--- src/rtl/core/mse_pkg.sv ---
// ----------------------------------------------------------------------------
// mse_pkg
// Types and constants shared by the integer execute block.
// ----------------------------------------------------------------------------
`timescale 1ns / 1ps
package mse_pkg;

  localparam int unsigned MemWordsDefault = 65536;
  localparam logic [31:0] JumpLimit = 32'h0100_0000;
  localparam logic [4:0]  LinkReg   = 5'd31;
  localparam int unsigned QueueDepth = 2;

  typedef enum logic [4:0] {
    ACT_NOP  = 5'd0,  ACT_ADD  = 5'd1,  ACT_SUB  = 5'd2,  ACT_MULT = 5'd3,
    ACT_DIV  = 5'd4,  ACT_SLT  = 5'd5,  ACT_AND  = 5'd6,  ACT_OR   = 5'd7,
    ACT_XOR  = 5'd8,  ACT_SLL  = 5'd9,  ACT_SRA  = 5'd10, ACT_SRL  = 5'd11,
    ACT_MOVE = 5'd12, ACT_ADDI = 5'd13, ACT_ANDI = 5'd14, ACT_ORI  = 5'd15,
    ACT_BEQ  = 5'd16, ACT_BNE  = 5'd17, ACT_LW   = 5'd18, ACT_SW   = 5'd19,
    ACT_J    = 5'd20, ACT_JAL  = 5'd21, ACT_JR   = 5'd22
  } action_e;

  typedef enum logic [1:0] {
    ST_OK   = 2'd0,
    ST_ERR  = 2'd1,
    ST_HALT = 2'd2
  } status_e;

  // operation class decided by the front end
  typedef enum logic [2:0] {
    CLS_ALU, CLS_MUL, CLS_DIV, CLS_BRANCH, CLS_MEM, CLS_JUMP, CLS_NONE
  } class_e;

  // back end sequencing
  typedef enum logic [2:0] {
    BK_IDLE, BK_READ, BK_EXEC, BK_MUL, BK_DIV, BK_LOAD, BK_OUT
  } back_state_e;

  typedef struct packed {
    logic [4:0]  action;
    logic [4:0]  src_reg;
    logic [4:0]  second_reg;
    logic [4:0]  dest_reg;
    logic [4:0]  shift_amount;
    logic signed [15:0] immediate;
    logic [24:0] jump_index;
  } instr_t;

  typedef struct packed {
    instr_t     ins;
    class_e     cls;
    logic       wr_en;      // writes a register when it succeeds
    logic [4:0] wr_idx;
  } op_t;

  typedef struct packed {
    logic [1:0]  status;
    logic [31:0] next_pc;
    logic        reg_written;
    logic [4:0]  written_index;
    logic signed [31:0] written_value;
  } result_t;

endpackage

--- src/rtl/core/mse_if.sv ---
// ----------------------------------------------------------------------------
// mse_instr_if / mse_result_if
// Valid/ready channels carrying instructions and results.
// ----------------------------------------------------------------------------
`timescale 1ns / 1ps
interface mse_instr_if;
  logic valid;
  logic ready;
  logic [4:0] action;
  logic [4:0] src_reg;
  logic [4:0] second_reg;
  logic [4:0] dest_reg;
  logic [4:0] shift_amount;
  logic signed [15:0] immediate;
  logic [24:0] jump_index;
  modport source (output valid, action, src_reg, second_reg, dest_reg, shift_amount,
                  immediate, jump_index, input ready);
  modport sink (input valid, action, src_reg, second_reg, dest_reg, shift_amount,
                immediate, jump_index, output ready);
endinterface


--- src/rtl/core/mse_front.sv ---
// ----------------------------------------------------------------------------
// mse_front
// Accepts instructions, classifies them and queues them for the back end.
// ----------------------------------------------------------------------------
`timescale 1ns / 1ps
module mse_front (
  input  logic          clk_i,
  input  logic          rst_ni,
  mse_instr_if.sink     in_if,
  output logic          op_valid_o,
  input  logic          op_pop_i,
  output mse_pkg::op_t  op_o
);

  localparam int unsigned PtrW = $clog2(mse_pkg::QueueDepth);

  mse_pkg::op_t     queue_q [mse_pkg::QueueDepth];
  logic [PtrW-1:0]  wr_ptr_q, rd_ptr_q;
  logic [PtrW:0]    count_q;
  mse_pkg::op_t     cls_op;
  logic             push;

  always_comb begin
    cls_op.ins.action       = in_if.action;
    cls_op.ins.src_reg      = in_if.src_reg;
    cls_op.ins.second_reg   = in_if.second_reg;
    cls_op.ins.dest_reg     = in_if.dest_reg;
    cls_op.ins.shift_amount = in_if.shift_amount;
    cls_op.ins.immediate    = in_if.immediate;
    cls_op.ins.jump_index   = in_if.jump_index;
    cls_op.cls    = mse_pkg::CLS_NONE;
    cls_op.wr_en  = 1'b0;
    cls_op.wr_idx = in_if.dest_reg;
    unique case (in_if.action) inside
      mse_pkg::ACT_ADD, mse_pkg::ACT_SUB, mse_pkg::ACT_SLT, mse_pkg::ACT_AND,
      mse_pkg::ACT_OR, mse_pkg::ACT_XOR, mse_pkg::ACT_SRA, mse_pkg::ACT_SRL: begin
        cls_op.cls = mse_pkg::CLS_ALU;
        cls_op.wr_en = 1'b1;
      end
      mse_pkg::ACT_SLL: begin
        cls_op.cls = mse_pkg::CLS_ALU;
        cls_op.wr_en = (in_if.src_reg != '0) || (in_if.second_reg != '0) ||
                       (in_if.dest_reg != '0) || (in_if.shift_amount != '0);
      end
      mse_pkg::ACT_MOVE, mse_pkg::ACT_ADDI, mse_pkg::ACT_ANDI, mse_pkg::ACT_ORI: begin
        cls_op.cls = mse_pkg::CLS_ALU;
        cls_op.wr_en = 1'b1;
        cls_op.wr_idx = in_if.second_reg;
      end
      mse_pkg::ACT_MULT: begin
        cls_op.cls = mse_pkg::CLS_MUL;
        cls_op.wr_en = 1'b1;
      end
      mse_pkg::ACT_DIV: begin
        cls_op.cls = mse_pkg::CLS_DIV;
        cls_op.wr_en = 1'b1;
      end
      mse_pkg::ACT_BEQ, mse_pkg::ACT_BNE: cls_op.cls = mse_pkg::CLS_BRANCH;
      mse_pkg::ACT_LW: begin
        cls_op.cls = mse_pkg::CLS_MEM;
        cls_op.wr_en = 1'b1;
        cls_op.wr_idx = in_if.second_reg;
      end
      mse_pkg::ACT_SW: cls_op.cls = mse_pkg::CLS_MEM;
      mse_pkg::ACT_J, mse_pkg::ACT_JR: cls_op.cls = mse_pkg::CLS_JUMP;
      mse_pkg::ACT_JAL: begin
        cls_op.cls = mse_pkg::CLS_JUMP;
        cls_op.wr_en = 1'b1;
        cls_op.wr_idx = mse_pkg::LinkReg;
      end
      default: cls_op.cls = mse_pkg::CLS_NONE;
    endcase
  end

  assign in_if.ready = (count_q != PtrW'(0) + (PtrW+1)'(mse_pkg::QueueDepth));
  assign push        = in_if.valid && in_if.ready;
  assign op_valid_o  = (count_q != '0);
  assign op_o        = queue_q[rd_ptr_q];

  always_ff @(posedge clk_i or negedge rst_ni) begin
    if (!rst_ni) begin
      wr_ptr_q <= '0;
      rd_ptr_q <= '0;
      count_q  <= '0;
    end else begin
      if (push) wr_ptr_q <= wr_ptr_q + 1'b1;
      if (op_pop_i) rd_ptr_q <= rd_ptr_q + 1'b1;
      count_q <= count_q + (PtrW+1)'(push) - (PtrW+1)'(op_pop_i);
    end
  end

  always_ff @(posedge clk_i) begin
    if (push) queue_q[wr_ptr_q] <= cls_op;
  end

endmodule

--- src/flat_wrapper.sv ---
// flat-port wrapper written by rule: the top's interface ports become plain ports
module mse_front_flat 
  (clk_i, rst_ni, op_valid_o, op_pop_i, op_o, in_if_valid, in_if_action, in_if_src_reg, in_if_second_reg, in_if_dest_reg, in_if_shift_amount, in_if_immediate, in_if_jump_index, in_if_ready);
  mse_instr_if in_if_i ();
  input  logic clk_i;
  input  logic rst_ni;
  output logic op_valid_o;
  input  logic op_pop_i;
  output mse_pkg::op_t op_o;
  input wire logic [$bits(in_if_i.valid)-1:0] in_if_valid;
  input wire logic [$bits(in_if_i.action)-1:0] in_if_action;
  input wire logic [$bits(in_if_i.src_reg)-1:0] in_if_src_reg;
  input wire logic [$bits(in_if_i.second_reg)-1:0] in_if_second_reg;
  input wire logic [$bits(in_if_i.dest_reg)-1:0] in_if_dest_reg;
  input wire logic [$bits(in_if_i.shift_amount)-1:0] in_if_shift_amount;
  input wire logic [$bits(in_if_i.immediate)-1:0] in_if_immediate;
  input wire logic [$bits(in_if_i.jump_index)-1:0] in_if_jump_index;
  output wire logic [$bits(in_if_i.ready)-1:0] in_if_ready;
  assign in_if_i.valid = in_if_valid;
  assign in_if_i.action = in_if_action;
  assign in_if_i.src_reg = in_if_src_reg;
  assign in_if_i.second_reg = in_if_second_reg;
  assign in_if_i.dest_reg = in_if_dest_reg;
  assign in_if_i.shift_amount = in_if_shift_amount;
  assign in_if_i.immediate = in_if_immediate;
  assign in_if_i.jump_index = in_if_jump_index;
  assign in_if_ready = in_if_i.ready;
  mse_front u_core (.clk_i(clk_i), .rst_ni(rst_ni), .in_if(in_if_i), .op_valid_o(op_valid_o), .op_pop_i(op_pop_i), .op_o(op_o));
endmodule
--- config.mk ---
export PLATFORM = sky130hd
export DESIGN_NAME = mse_front_flat
export DESIGN_NICKNAME = d
export VERILOG_FILES = /design/src/rtl/core/mse_pkg.sv /design/src/rtl/core/mse_if.sv /design/src/rtl/core/mse_front.sv /design/src/flat_wrapper.sv
export SDC_FILE = /design/constraint.sdc
export NUM_CORES = 1
export LEC_CHECK = 0
export BUFFER_PORTS_ARGS = -buffer_cell sky130_fd_sc_hd__buf_2
export CAP_MARGIN = 20
export CORE_MARGIN = 5
export CORE_UTILIZATION = 45
export CTS_BUF_LIST = sky130_fd_sc_hd__clkbuf_4
export CTS_CLUSTER_SIZE = 40
export DETAILED_ROUTE_END_ITERATION = 12
export GPL_ROUTABILITY_DRIVEN = 0
export GPL_TIMING_DRIVEN = 0
export HOLD_SLACK_MARGIN = 0.1
export PLACE_DENSITY = 0.72
export SYNTH_ARGS = -nofsm -noshare
export SYNTH_HDL_FRONTEND = slang
export SYNTH_SLANG_ARGS = --single-unit
--- constraint.sdc ---
create_clock -name clk_i -period 3.8 [get_ports clk_i]
set_input_delay 0.19 -clock clk_i [delete_from_list [all_inputs] [get_ports clk_i]]
set_output_delay 0.19 -clock clk_i [all_outputs]
set_load 0.03 [all_outputs]
==> results of run 1 <==
[final cells by class]
class	count	share of cell area, %
Timing Repair Buffer	219	18.9
Clock buffer	19	1.80
Tap cell	172	2.71
Inverter	10	0.473
Multi-Input combinational cell	127	15.5
Antenna cell	1	0.0315
Clock inverter	11	1.94
Buffer	12	0.647
Sequential cell	154	58.0
[cells by family (layout without fill, tap and decap cells)]
| kind of cell | Yosys count | in the layout | synth area share (%) |
|---|---|---|---|
| flops | 154 | 154 | 77.9 |
| mux | 75 | 75 | 14.3 |
| simple gates | 25 | 25 | 2.63 |
| buf+inv | 22 | 271 | 1.50 |
| compound gates | 21 | 21 | 2.63 |
| xor+xnor | 4 | 4 | 0.593 |
| fa+ha+maj | 2 | 2 | 0.423 |
| other cells | 0 | 1 | 0 |
[power by group]
part | internal [mW] | switching (mW) | total [mW] | leakage (nW)
logic | 0.703 | 1.48 | 2.18 | 1.39
clock network | 0.520 | 0.513 | 1.03 | 0.161
registers | 2.32 | 0.0908 | 2.41 | 1.44
total | 3.54 | 2.08 | 5.62 | 2.99
[synth_stat cells]
| master | count | area, sq um |
|---|---|---|
| and2b_1 | 1 | 7.51 |
| o21a_4 | 1 | 15.0 |
| a21boi_1 | 1 | 7.51 |
| a21o_1 | 1 | 7.51 |
| or4b_1 | 1 | 10.0 |
| and3_1 | 2 | 12.5 |
| nor2b_1 | 1 | 6.26 |
| xnor2_1 | 3 | 26.3 |
| dfrtp_1 | 4 | 100 |
| o211ai_1 | 10 | 75.1 |
| nor4b_1 | 1 | 8.76 |
| o21ai_1 | 1 | 5.00 |
| or2_2 | 1 | 6.26 |
| nand2b_1 | 1 | 6.26 |
| nand3b_1 | 2 | 15.0 |
| edfxtp_1 | 150 | 4500 |
| nand3_1 | 1 | 5.00 |
| clkbuf_1 | 3 | 11.3 |
| nor4_1 | 4 | 25.0 |
| nand2_1 | 1 | 3.75 |
| a21oi_1 | 2 | 10.0 |
| nand4_1 | 2 | 12.5 |
| nor3_1 | 2 | 10.0 |
| mux2_1 | 75 | 845 |
| buf_2 | 5 | 25.0 |
| o41ai_1 | 1 | 8.76 |
| ha_1 | 2 | 25.0 |
| or3_1 | 1 | 6.26 |
| nor2_1 | 3 | 11.3 |
| o21bai_1 | 1 | 7.51 |
| o22a_1 | 1 | 8.76 |
| buf_1 | 4 | 15.0 |
| inv_1 | 10 | 37.5 |
| xor2_1 | 1 | 8.76 |
| or3b_1 | 1 | 8.76 |
| o21ai_0 | 2 | 10.0 |
[worst max-delay path, delay by kind of cell (launching register included)]
kind	cells	cell delay, ns
DFF	1	0.41
muxes	1	0.37
buffers and inverters	3	1.00
[flip-flops by register name, summed over array words and instances (netlist names)]
| signal | count |
|---|---|
| u_core.count_q | 2 |
| u_core.rd_ptr_q | 1 |
| u_core.queue_q | 150 |
| u_core.wr_ptr_q | 1 |
[path summary, 6_finish.rpt]
| check | cells after the start | start | slack, ns | end |
|---|---|---|---|---|
| min reg2reg | 1 | u_core.count_q[1] | 0.54 | u_core.count_q[1] |
| max | 4 | u_core.rd_ptr_q | 1.31 | op_o[61] |
| min in group asynchronous | 3 | rst_ni | 0.56 | u_core.count_q[1] |
| min | 2 | in_if_immediate[10] | 0.39 | u_core.queue_q[1][44] |
| max in group asynchronous | 3 | rst_ni | 3.08 | u_core.wr_ptr_q |
| max reg2reg | 5 | u_core.count_q[1] | 1.76 | u_core.queue_q[0][27] |
[metal layers]
layer | vias up | GRT usage (%) | wire length (um)
met5 | - | 0 | 0
met4 | 0 | 5.61 | 157
met3 | 10 | 4.93 | 599
met2 | 108 | 28.0 | 6350
met1 | 1746 | 19.0 | 4950
li1 | 1679 | - | -
[layout by cell type (no fill, tap or decap), types with 2 or more instances in the layout]
cell           synthesis  final
xnor2_1                3      3
dfrtp_1                4      4
ha_1                   2      2
bufinv_16              0      4
nor3_1                 2      2
dlygate4sd3_1          0     70
mux2_1                75     75
o21ai_0                2      2
clkinv_2               0      3
edfxtp_1             150    150
a21oi_1                2      2
nand4_1                2      2
nor4_1                 4      4
clkinv_1               0      3
clkbuf_1               3      3
clkbuf_4               0     19
nor2_1                 3      2
buf_2                  5    151
buf_1                  4      4
inv_1                 10     10
nand3b_1               2      2
buf_12                 0      2
o211ai_1              10     10
==> flow_summary.yaml, run 1 <==
clock_network:
  cts_buffers: 17
  cts.htree.levels: 4
  clock_sinks: 154
  cts_repair_resize_count: 0
  cts_setup_buffers: 0
  cts_hold_buf: 70
  root_buffer: "clkbuf_4"
  cts_tree: "yes"
  clk_pin_slew_ns: 0.12
  clockBufferDepth: 2
  clock_latency_ns: 0.52
timing:
  setup_ws_ns: 1.31
  finClkSkew_ns: 0.00902
  final.setup.tns_ns: 0
  fin_crit_ns: 2.49
  fmax_ghz: 0.401
  hold_slack_ns: 0.390
  rsz0062_at_grt: "false"
  slew_headroom_pct: 52.6
  setup_viol: 0
  finalHoldViolCount: 0
  min_period_over_period_pct: 65.7
  worst_pin_slew_ns: 0.712
  final-max-slew-violation-count: 0
place:
  dp.cells: 624
  pre_cts_slack_ns: 1.76
  place_hpwl_mm: 7.96
  place_area_sq_um: 6930
  io_buffers: 146
routing:
  wirelength_mm: 12.1
  antenna_left: 0
  drt-wirelength-per-cell_um: 16.6
  drt-pass1-iter-count: 4
  drcViolationCount: 0
  routed_via_density: 4.89
  drt_iter0_markers: 177
  via_count: 3543
floorplan:
  die_w_um: 125
  die_h_um: 125
  io_pins: 147
  core_area_sq_um: 12700
  num_rows: 41
  initial_utilization_pct: 46.4
  die_area_sq_um: 15500
yosys:
  synth_seq_area_share_pct: 77.9
  mappedNetlistArea_sq_um: 5910
  synth_seq_cells: 154
  postSynthCellCount: 303
  ys.warnings.count: 0
  syn_avg_cell_area_sq_um: 19.5
  synth_fp_nets: 375
  synth_cell_types: 36
finish:
  final_util_pct: 62.4
  nets: 613
  final_cells: 725
  multiInputGateArea_sq_um: 1230
  fillers: 990
  register_area_sq_um: 4600
  area_growth_pct: 34.3
  drive_gt1_share_pct: 33.5
  fin_area_sq_um: 7930
setup_path:
  critPathMaxFanout: 10
  start_kind: "register"
  worstSetupPathType: "reg -> out"
  crit_required_ns: 3.61
  cp.arrival_ns: 2.30
  cp_slowest_cell: "buf_1"
  slowest_delay_ns: 0.44
  path_cells: "buf_1 -> buf_2 -> mux2_1 -> buf_2"
  cp-end-kind: "output port"
  cp_common_cell: "buf_2"
power:
  p_per_area_nw_per_um2: 709
  power_mw: 5.62
  power.leakage_nw: 2.99
  ir_drop_mv: 0.666
global_routing:
  grt_pass1_wl_mm: 19.5
  grt_pass1_vias: 3747
  antenna_found_initial: 1
  overflow: 0
  grt_max_degree: 57
  grt_usage_pct: 16.1
outcome:
  status: "finished clean"
min_path:
  worstHoldPathType: "in -> reg"
run:
  drv_cap: 0
No activity file was read; power rests on OpenSTA's default activity.
==> run 2, diff against run 1 <==
- PLACE_DENSITY: 0.72 -> 0.69
- clock period: 3.8 -> 2.43 ns (I/O delays scaled with it)
==> flow_summary.yaml, run 2 (synthesized netlist as in run 1, its figures left out) <==
floorplan:
  die_area_sq_um: 15500
  num_rows: 41
  io_pins: 147
  initial_utilization_pct: 46.4
  core_area_sq_um: 12700
  die_w_um: 125
  die_h_um: 125
routing:
  wl_met3_um: 597
  wl_met2_mm: 6.51
  via_count: 3537
  drt-wirelength-per-cell_um: 16.9
  routed_via_density: 4.87
  drt-pass1-iter-count: 4
  drcViolationCount: 0
  wirelength_mm: 12.3
  antenna_left: 0
  wl_met1_mm: 4.81
  drt_iter0_markers: 130
  top_layer: "met4"
clock_network:
  clock_sinks: 154
  clock_latency_ns: 0.55
  clockBufferDepth: 2
  cts_tree: "yes"
  cts_buffers: 17
  clk_pin_slew_ns: 0.13
  cts.htree.levels: 4
  root_buffer: "clkbuf_4"
setup_path:
  slowest_delay_ns: 0.41
  cp.arrival_ns: 2.13
  start_kind: "register"
  cp_slowest_cell: "dfrtp_1"
  cp_common_cell: "buf_2"
  path_delay_family: "buffers and inverters"
  path_cells: "buf_2 -> buf_2 -> mux2_1 -> buf_2"
  critPathMaxFanout: 10
  worstSetupPathType: "reg -> out"
  crit_required_ns: 2.31
  cp-end-kind: "output port"
  critPathBufInv: 3
finish:
  reg_top3: "u_core.queue_q (150), u_core.count_q (2)"
  drive_gt1_share_pct: 34.1
  register_area_sq_um: 4600
  layout_common_cells: "buf_2, edfxtp_1, mux2_1"
  largest-register: "u_core.queue_q"
  area_growth_pct: 34.3
  multiInputGateArea_sq_um: 1230
  largest_register_ffs: 150
  nets: 613
  fillers: 1003
  layout_commonest_cell: "buf_2"
min_path:
  worstHoldPathType: "in -> reg"
global_routing:
  overflow: 0
  grt_pass1_vias: 3845
  antenna_found_initial: 1
  grt_max_degree: 40
  grt_pass1_wl_mm: 19.4
  grt_usage_pct: 16.3
place:
  io_buffers: 146
  pre_cts_slack_ns: 0.382
  place_hpwl_mm: 8.00
timing:
  setup_ws_ns: 0.176
  min_period_over_period_pct: 92.8
  setup_viol: 0
  finClkSkew_ns: 0.0166
  rsz0062_at_grt: "false"
  final-max-slew-violation-count: 0
  worst_pin_slew_ns: 0.800
  finalHoldViolCount: 0
  fin_crit_ns: 2.25
  slew_headroom_pct: 46.6
  fmax_ghz: 0.444
power:
  ir_drop_mv: 1.01
  power.leakage_nw: 2.98
  power_mw: 8.77
  p_per_area_nw_per_um2: 1100
outcome:
  status: "finished clean"
run:
  drv_cap: 0
## run 2: cell count changes in the layout (fill, tap and decap cells not counted), sizes merged
cell | previous run | this run
clkinvlp | 1 | 4
buf | 158 | 157
bufinv | 4 | 3
clkbuf | 22 | 23
clkinv | 6 | 5
inv | 10 | 11
## run 2: cell type report
type                    instances  share of cell area (%)
diodes                          1                  0.0315
clock inverters                13                    1.91
inverters                      10                   0.473
plain buffers                  12                   0.694
repair buffers                219                    18.9
multi-input cells             127                    15.5
clock buffers                  19                    1.80
flip-flops and latches        154                    58.0
well taps                     172                    2.71
## run 2: final timing paths
check	from	end	cells past startpoint	slack [ns]
max in group asynchronous	rst_ni	u_core.rd_ptr_q	3	1.75
hold / removal	in_if_immediate[14]	u_core.queue_q[1][48]	2	0.29
min in group asynchronous	rst_ni	u_core.wr_ptr_q	3	0.49
hold reg to reg	u_core.count_q[1]	u_core.count_q[1]	1	0.51
setup / recovery	u_core.rd_ptr_q	op_o[35]	4	0.18
setup reg to reg	u_core.count_q[1]	u_core.queue_q[0][62]	4	0.49
## run 2: what timing repair did
action                     4_1_cts  5_1_grt
setup endpoints to repair       40        1
resized for setup                1        1
buffers inserted                 0        0
pin swaps                        0        0
hold endpoints to repair       156        0
hold buffers                    70        0
cloned                           0        0
## run 2: power by group
group	leakage (nW)	internal (mW)	switching (mW)
logic	1.39	1.11	2.32
registers	1.44	3.63	0.141
clock network	0.150	0.725	0.851
total	2.98	5.46	3.31
## run 2: metal layers
layer | global-route usage (%) | vias up
li1 | - | 1676
met1 | 18.2 | 1725
met2 | 28.7 | 114
met3 | 4.50 | 22
met4 | 7.61 | 0
met5 | 0 | -
## run 2: stage by stage
stage / instance area (sq um) / instances / TNS (ns) / hold WS (ns) / util [%]
2_1_floorplan: 5920 / 303 / 0 / -0.174 / -
6_report: 7940 / 727 / 0 / 0.291 / 62.4
5_1_grt: 7940 / 727 / 0 / 0.250 / 62.4
3_5_place_dp: 6930 / 624 / 0 / -0.0655 / 54.5
3_3_place_gp: 6860 / 621 / -28.06 / -0.0713 / 53.9
4_1_cts: 7930 / 726 / 0 / 0.234 / 62.3
## run 2: worst reg2reg max path, stage by stage, from the launching register on
cell and delay, ns:
dfrtp_1 0.42, nand2b_1 0.12, nand2_1 0.14, nor2_4 0.64, buf_12 0.31
==> run 3, diff against run 2 <==
- CELL_PAD_IN_SITES_DETAIL_PLACEMENT: default -> 1
- CELL_PAD_IN_SITES_GLOBAL_PLACEMENT: default -> 1
- PLACE_DENSITY: 0.69 -> default
- PLACE_DENSITY_LB_ADDON: default -> 0.1
- RECOVER_POWER: default -> 25
==> flow_summary.yaml, run 3 (synthesized netlist as in run 1, its figures left out) <==
timing:
  slew_headroom_pct: 44.7
  setup_viol: 0
  rsz0062_at_grt: "false"
  final-max-slew-violation-count: 0
  fin_crit_ns: 2.20
  worst_pin_slew_ns: 0.829
  final.setup.tns_ns: 0
  finalHoldViolCount: 0
  finClkSkew_ns: 0.0109
  min_period_over_period_pct: 90.5
  fmax_ghz: 0.455
floorplan:
  io_pins: 147
  die_w_um: 125
  num_rows: 41
  core_area_sq_um: 12700
  die_area_sq_um: 15500
  die_h_um: 125
  initial_utilization_pct: 46.4
routing:
  drcViolationCount: 0
  wirelength_mm: 13.4
  via_count: 3548
  drt-pass1-iter-count: 4
  antenna_left: 0
  drt-wirelength-per-cell_um: 18.5
  drt_iter0_markers: 115
  routed_via_density: 4.90
power:
  p_per_area_nw_per_um2: 1100
  ir_drop_mv: 0.927
  power.leakage_nw: 2.88
finish:
  layout_commonest_cell: "edfxtp_1"
  drive_gt1_share_pct: 27.0
  largest_register_ffs: 150
  layout_common_cells: "edfxtp_1, buf_2, mux2_1"
  area_growth_pct: 32.9
  nets: 615
  largest-register: "u_core.queue_q"
  diodes: 0
  reg_top3: "u_core.queue_q (150), u_core.count_q (2)"
  final_util_pct: 61.7
  fillers: 1219
setup_path:
  cp_slowest_cell: "dfrtp_1"
  crit_required_ns: 2.31
  worstSetupPathType: "reg -> out"
  cp.arrival_ns: 2.08
  slowest_delay_ns: 0.41
  critPathMaxFanout: 10
  path_cells: "buf_2 -> buf_2 -> mux2_1 -> buf_2"
  cp-end-kind: "output port"
  start_kind: "register"
  cp_common_cell: "buf_2"
global_routing:
  grt_max_degree: 51
  overflow: 0
  grt_pass1_wl_mm: 20.9
  antenna_found_initial: 0
  grt_pass1_vias: 4014
  grt_usage_pct: 17.4
place:
  io_buffers: 146
  place_hpwl_mm: 9.01
clock_network:
  cts.htree.levels: 4
  cts_tree: "yes"
  clock_latency_ns: 0.52
  cts_setup_buffers: 0
  cts_buffers: 17
  clock_sinks: 154
  clk_pin_slew_ns: 0.11
  clockBufferDepth: 2
  root_buffer: "clkbuf_4"
run:
  drv_cap: 0
outcome:
  status: "finished clean"
min_path:
  worstHoldPathType: "in -> reg"
## run 3: changes by cell type in the layout (fill, tap and decap cells not counted), moves of 3 or more
cell        previous run  this run
clkinvlp_4             4         0
buf_2                151       114
clkbuf_1               3        39
buf_16                 1         4
## run 3: where the power goes
part           leakage [nW]  switching (mW)  total (mW)  internal [mW]
Clock                 0.125           0.773        1.29          0.515
Combinational          1.31            2.39        3.54           1.14
Sequential             1.44           0.159        3.78           3.63
## run 3: what timing repair did
item / in CTS / in global routing
cloned: 0 / 1
hold buffers: 70 / 0
setup endpoints to repair: 40 / 18
hold endpoints to repair: 156 / 0
resized for setup: 1 / 0
pin swaps: 0 / 1
## run 3: critical path, delay by kind of cell, from the launching register on
kind,cells,cell delay (ns)
buf+inv,3,0.78
flops,1,0.41
mux,1,0.36
## run 3: final cells by class
| cell class | instances | area (sq um) | share of cell area [%] |
|---|---|---|---|
| tap | 172 | 215 | 2.74 |
| multi-input combinational | 128 | 1230 | 15.7 |
| timing repair buffer | 220 | 1500 | 19.1 |
| buffer | 12 | 52.6 | 0.669 |
| inverter | 10 | 37.5 | 0.478 |
| clock inverter | 7 | 55.1 | 0.701 |
| sequential | 154 | 4600 | 58.6 |
| clock buffer | 21 | 158 | 2.01 |
## run 3: metrics by stage
step	power [mW]	hold WS, ns	setup slack [ns]	instances	instance area (sq um)
global placement	7.11	-0.0680	-0.427	621	6860
detailed placement	7.34	-0.0623	0.0862	625	6980
floorplan	6.13	-0.174	0.0253	303	5920
CTS	8.71	0.254	0.0571	723	7890
global route	9.05	0.279	0.0448	724	7850
finish	8.61	0.330	0.231	724	7850
## run 3: path summary, 6_finish.rpt
kind | start | endpoint | slack, ns | cells after the start
max in group asynchronous | rst_ni | u_core.wr_ptr_q | 1.76 | 3
min in group asynchronous | rst_ni | u_core.count_q[0] | 0.49 | 3
hold / removal | op_pop_i | u_core.rd_ptr_q | 0.33 | 3
setup / recovery | u_core.rd_ptr_q | op_o[56] | 0.23 | 4
setup reg to reg | u_core.count_q[1] | u_core.queue_q[0][56] | 0.25 | 6
hold reg to reg | u_core.count_q[1] | u_core.count_q[1] | 0.52 | 1
## run 3: per-layer routing
layer	GRT usage, %	vias up	wire, um
li1	-	1671	-
met1	19.8	1758	5250
met2	31.7	104	7320
met3	4.20	15	592
met4	6.06	0	209
met5	0	-	0
